`src/hw/rtl/mcws_pkg.sv`:
```
`timescale 1ns / 1ps
package mcws_pkg;
  localparam int unsigned MaxPointsDefault = 1024;
  localparam int unsigned CoordBitsDefault = 20;
  localparam int unsigned SideBits = 20;
  localparam int unsigned WinBits = 11;

  localparam logic [0:0] RegMaxWindows = 1'b0;
  localparam logic [0:0] RegBoardWidth = 1'b1;

  typedef enum logic [3:0] {
    StIdle,
    StInsRd,
    StInsChk,
    StSrchInit,
    StSrchMid,
    StCntStart,
    StCntRd,
    StCntChk,
    StSrchDec,
    StOut
  } mcws_state_e;

  typedef struct packed {
    logic load_pt;
    logic ins_rd;
    logic ins_shift;
    logic ins_place;
    logic srch_init;
    logic srch_mid;
    logic cnt_start;
    logic cnt_rd;
    logic cnt_step;
    logic srch_dec;
    logic clear_set;
  } mcws_cmd_t;

  typedef struct packed {
    logic store_full;
    logic ins_at_bottom;
    logic ins_move;
    logic no_points;
    logic srch_done;
    logic cnt_more;
  } mcws_sts_t;
endpackage

```
`src/hw/rtl/mcws_ctrl.sv`:
```
`timescale 1ns / 1ps
module mcws_ctrl import mcws_pkg::*; (
  input  logic      clk_i,
  input  logic      rst_ni,
  input  logic      in_valid_i,
  output logic      in_stall_o,
  input  logic      last_i,
  output logic      out_valid_o,
  input  logic      out_stall_i,
  output mcws_cmd_t cmd_o,
  input  mcws_sts_t sts_i
);
  mcws_state_e state_q, state_d;
  logic last_q;

  always_ff @(posedge clk_i or negedge rst_ni) begin
    if (!rst_ni) begin
      state_q <= StIdle;
      last_q <= 1'b0;
    end else begin
      state_q <= state_d;
      if (cmd_o.load_pt) last_q <= last_i;
    end
  end

  always_comb begin
    state_d = state_q;
    cmd_o = '0;
    in_stall_o = 1'b1;
    out_valid_o = 1'b0;
    case (state_q)
      StIdle: begin
        in_stall_o = 1'b0;
        if (in_valid_i) begin
          cmd_o.load_pt = 1'b1;
          if (sts_i.store_full) begin
            state_d = last_i ? StSrchInit : StIdle;
          end else if (sts_i.no_points) begin
            state_d = StInsChk;
          end else begin
            state_d = StInsRd;
          end
        end
      end
      StInsRd: begin
        if (sts_i.ins_at_bottom) begin
          cmd_o.ins_place = 1'b1;
          state_d = last_q ? StSrchInit : StIdle;
        end else begin
          cmd_o.ins_rd = 1'b1;
          state_d = StInsChk;
        end
      end
      StInsChk: begin
        if (!sts_i.ins_at_bottom && sts_i.ins_move) begin
          cmd_o.ins_shift = 1'b1;
          state_d = StInsRd;
        end else begin
          cmd_o.ins_place = 1'b1;
          state_d = last_q ? StSrchInit : StIdle;
        end
      end
      StSrchInit: begin
        cmd_o.srch_init = 1'b1;
        state_d = StSrchMid;
      end
      StSrchMid: begin
        if (sts_i.srch_done || sts_i.no_points) begin
          state_d = StOut;
        end else begin
          cmd_o.srch_mid = 1'b1;
          cmd_o.cnt_rd = 1'b1;
          state_d = StCntStart;
        end
      end
      StCntStart: begin
        cmd_o.cnt_start = 1'b1;
        state_d = StCntRd;
      end
      StCntRd: begin
        if (sts_i.cnt_more) begin
          cmd_o.cnt_rd = 1'b1;
          state_d = StCntChk;
        end else begin
          state_d = StSrchDec;
        end
      end
      StCntChk: begin
        cmd_o.cnt_step = 1'b1;
        state_d = StCntRd;
      end
      StSrchDec: begin
        cmd_o.srch_dec = 1'b1;
        state_d = StSrchMid;
      end
      StOut: begin
        out_valid_o = 1'b1;
        if (!out_stall_i) begin
          cmd_o.clear_set = 1'b1;
          state_d = StIdle;
        end
      end
      default: state_d = StIdle;
    endcase
  end

  assert property (@(posedge clk_i) disable iff (!rst_ni)
    out_valid_o |-> in_stall_o) else $error("input taken during result");
  assert property (@(posedge clk_i) disable iff (!rst_ni)
    (out_valid_o && out_stall_i) |=> out_valid_o) else $error("result dropped");
  assert property (@(posedge clk_i) disable iff (!rst_ni)
    $onehot0({cmd_o.ins_shift, cmd_o.ins_place, cmd_o.load_pt}))
    else $error("conflicting store commands");
endmodule
```
`config.mk`:
```
export PLATFORM = sky130hd
export DESIGN_NAME = mcws_ctrl
export DESIGN_NICKNAME = d
export VERILOG_FILES = /design/src/hw/rtl/mcws_pkg.sv /design/src/hw/rtl/mcws_ctrl.sv
export SDC_FILE = /design/constraint.sdc
export NUM_CORES = 1
export LEC_CHECK = 0
export ABC_CLOCK_PERIOD_IN_PS = 1200
export BUFFER_PORTS_ARGS = -buffer_cell sky130_fd_sc_hd__buf_2
export CAP_MARGIN = 40
export CORE_AREA = 2 2 39 41
export DETAILED_ROUTE_END_ITERATION = 12
export DIE_AREA = 0 0 41 43
export PLACE_DENSITY = 0.69
export SLEW_MARGIN = 20
export SYNTH_ARGS = -nofsm -noshare
export SYNTH_HDL_FRONTEND = slang
export SYNTH_SLANG_ARGS = --single-unit
```
`constraint.sdc`:
```
create_clock -name clk_i -period 1.2 [get_ports clk_i]
set_input_delay 0.12 -clock clk_i [delete_from_list [all_inputs] [get_ports clk_i]]
set_output_delay 0.12 -clock clk_i [all_outputs]
set_load 0.03 [all_outputs]
```
== Word-level counts from Yosys, hierarchy flattened ==
Index checks and enable logic that the tools add are counted.

* Register bits after elaboration: 5
* Input bits: 11
* Output and inout port bits: 13
* Logic and storage cells: 52

* Equality and inequality tests: 11
* Multiplexer cells: 32
* Reduce and logical (&&, ||, !) cells: 7

{| class="wikitable"
|+ Operators with widths
! operator !! count
|-
| $pmux W4 S8 || 1
|-
| $mux W4 || 5
|-
| $mux W1 || 19
|-
| $eq A4 B3 Y1 const B || 4
|-
| $mux W2 || 5
|-
| $eq A4 B2 Y1 const B || 2
|-
| $eq A4 B4 Y1 const B || 2
|-
| $eq A4 B1 Y1 const B || 1
|-
| $logic_not A4 Y1 || 1
|-
| $ne A2 B2 Y1 const B || 2
|-
| $pmux W1 S2 || 2
|-
| $reduce_or A2 Y1 || 2
|-
| $reduce_and A2 Y1 || 1
|-
| $logic_and A1 B1 Y1 || 1
|-
| $logic_not A1 Y1 || 1
|-
| $logic_or A1 B1 Y1 || 1
|}

== Longest topological paths before layout ==
* Word-level depth: 4
* Mapped depth: 5
* Gate-level depth less buffers: 4

== Least setup slack after synthesis ==
No wires, ideal clock.

* Kind: flip-flop to output port
* Start: reg state_q[3]
* End: out cmd_o[5] (netlist name)
* Arrival: 1.759 ns
* Data required time: 1.080 ns
* Slack: -0.679 ns
* Stages on the path, launching flop included: 4
* Path buffers: 1
* Cells stage by stage: dfrtp_1 -> buf_4 -> nand2b_1 -> nor4b_1

{| class="wikitable"
|+ RTL lines
! what !! line !! RTL
|-
| from (decl) || mcws_ctrl.sv:13 || <nowiki>mcws_state_e state_q, state_d;</nowiki>
|-
| from (signal assigned) || mcws_ctrl.sv:18 || <nowiki>state_q <= StIdle;</nowiki>
|-
| from (signal assigned) || mcws_ctrl.sv:21 || <nowiki>state_q <= state_d;</nowiki>
|-
| to (decl) || mcws_ctrl.sv:10 || <nowiki>output mcws_cmd_t cmd_o,</nowiki>
|}

==> results by group <==
Outcome
  • Status: complete, but fails checks
  • Failing checks: setup timing

GRT
  • Number of global-route vias before repair: 687
  • First-pass GRT wire length: 2870 um
  • Largest net degree at the start of global routing: 9
  • Busiest metal layer after global routing: met2
  • M3 GR Usage: 0.0471
  • Initial antenna violation count: 0
  • Total grt overflow: 0
  • GR Layer Usage met1: 0.271
  • Total track usage: 0.243
  • GR Util met2: 0.406

Die
  • Die W: 41 um
  • Die Height: 43 um
  • # IOs: 24
  • Total die area: 1760 um^2
  • Core area: 1380 um^2
  • Initial cell density of the core: 0.355
  • # rows: 14

Timing
  • Hold_ws: 156 ps
  • Max-slew violation count: 0
  • Final setup TNS: -4390 ps
  • Period utilisation layout: 1.26
  • Rel. slew slack: 0.831
  • Final Hold Viols: 0
  • Slew @ Worst Pin: 253 ps
  • Post-layout minimum cycle time: 1520 ps
  • Setup slack after layout: -316 ps
  • Setup violators final: 18
  • Fmax: 0.660 GHz
  • Final Skew: 12.0 ps
  • Setup repair after global routing missed its margin: true

Yosys
  • Register area share after synthesis: 0.254
  • Post-synth top flop: dfrtp_1
  • Post-synth ARST share: 1.00
  • Yosys cell types: 31
  • Top-count cell post-synth: nor2_1
  • Commonest cells in the netlist: nor2_1, a21oi_1, dfrtp_1, nand2_1, nor3_1
  • Syn Std Cell Area: 492 um^2
  • Syn_nets: 76
  • Number of enable flip-flop cells after synthesis: 0
  • Synth Register Bits: 5
  • Mapped Avg Cell Area: 7.56 um^2
  • Mapped Cells: 65
  • Synth warn: 0
  • Top cell type's share of synthesized area: 0.254
  • Synth top area cells: dfrtp_1, nor2_1, buf_4, a21oi_1, nor3_1
  • Dominant cell type by area after synthesis: dfrtp_1

Pwr
  • Worst vdd ir: 1.25 mV
  • Pwr Total: 0.00283 W
  • Leak pwr: 0.544 nW
  • Power Density: 2340 nW/um^2

Route
  • DR vias: 754
  • Drt drc: 0
  • Routed WL: 2220 um
  • Starting DRT DRC Count: 24
  • Antenna viol nets, final: 0
  • DR pass1 iterations: 4
  • Drt wl/cell: 16.3 um
  • Routed vias/inst: 5.54

Cells and area
  • Register area: 129 um^2
  • Area Overhead vs Synth: 146%
  • Antenna Cells: 0
  • Final std cells w/o fill: 136
  • Nets: 132
  • Fillers: 74
  • Multi-input logic area: 527 um^2
  • Share of cells above drive strength 1: 0.758

Placement
  • DP HPWL: 1320 um
  • GP Congestion: 0.876
  • PortBufs: 23
  • Setup WS pre-CTS: -167 ps
  • Placed Cells incl. Taps: 118

Clock tree
  • Clock tree sinks: 5
  • Clock slew at reported path FFs: 50 ps
  • Clock Latency Late Sink: 250 ps
  • Deepest clock path buffer count: 2
  • CTS tree: done
  • Clock buffer count from CTS: 3
  • Htree depth: 1
  • Clock root buffer: clkbuf_4

Setup path
  • Critical path class: flip-flop to output pin
  • CP endpoint kind: output pin
  • Crit path max fanout: 5
  • Crit path required time: 1080 ps
  • Critical path arrival: 1400 ps
  • Startpoint Class: flip-flop

Run
  • Max cap viols: 0

Hold path
  • Type of the worst min-delay path: primary input to flip-flop
## through the flow
step                cell area [um^2]   util
floorplan                        649      -
global placement                 887  0.641
detailed placement               887  0.641
CTS                             1070  0.770
global route                    1210  0.875
finish                          1210  0.875
## logic make-up (layout without fill, tap and decap cells)
group	Yosys count	after routing	synth area share
buffers and inverters	7	62	0.0840
AO/OA/AOI/OAI	13	13	0.183
multiplexers	3	3	0.0636
flip-flops	5	5	0.254
AND/OR/NAND/NOR	37	37	0.415
## final cells by class
| class | count | area share |
|---|---|---|
| Inverter | 3 | 0.0134 |
| Timing Repair Buffer | 55 | 0.407 |
| Clock buffer | 4 | 0.0217 |
| Tap cell | 16 | 0.0165 |
| Sequential cell | 5 | 0.106 |
| Multi-Input combinational cell | 53 | 0.435 |
## path summary, 6_finish.rpt
check,startpoint,endpoint,slack [ps],cells after the start
min in group asynchronous,rst_ni,state_q[1],240,2
worst min-delay path,last_i,last_q,160,2
worst max register to register,state_q[0],state_q[0],-290,6
max in group asynchronous,rst_ni,state_q[3],790,2
worst min register to register,last_q,last_q,630,1
worst max-delay path,state_q[1],cmd_o[0],-320,4
## worst max-delay path: stages (launching register included)
cell	delay (ps)
dfrtp_2	440
buf_6	130
and4bb_4	300
nor2b_4	140
buf_6	130
## where the power goes
part / internal, W / leakage, nW / switching (W)
Sequential: 0.000244 / 0.0599 / 0.000121
Clock: 0.000126 / 0.0150 / 0.0000807
Combinational: 0.00119 / 0.470 / 0.00107
## registers in the layout, indices dropped and copies added (netlist names)
| name | count |
|---|---|
| state_q | 4 |
| last_q | 1 |
## cells in the final DEF, fill, tap and decap left out, types with 2 or more instances in the layout
| cell | synthesis | final |
|---|---|---|
| a21oi_1 | 5 | 3 |
| a21oi_4 | 0 | 2 |
| buf_2 | 0 | 10 |
| buf_4 | 4 | 19 |
| buf_6 | 0 | 24 |
| clkbuf_4 | 0 | 3 |
| dfrtp_1 | 5 | 2 |
| dfrtp_2 | 0 | 3 |
| inv_4 | 0 | 2 |
| mux2i_1 | 2 | 2 |
| nand2_1 | 5 | 2 |
| nand2_2 | 0 | 2 |
| nand2b_4 | 0 | 2 |
| nand3_2 | 0 | 2 |
| nand3b_1 | 2 | 2 |
| nor2_1 | 9 | 4 |
| nor2_4 | 0 | 5 |
| nor3_4 | 0 | 4 |
| or3_1 | 2 | 2 |
## repair_timing
action / CTS / global route
buffers inserted: 6 / 7
gates resized for setup: 31 / 27
pin swaps: 7 / 7
endpoints found under the hold margin: 5 / 0
setup endpoints to repair: 18 / 18
hold buffers: 1 / 0
## layer usage
metal | share of wire | vias to the layer above
li1 | - | 348
met1 | 0.39 | 346
met2 | 0.50 | 48
met3 | 0.055 | 12
met4 | 0.055 | 0
met5 | 0 | -
Note: power is estimated with default switching activity, not from simulation.
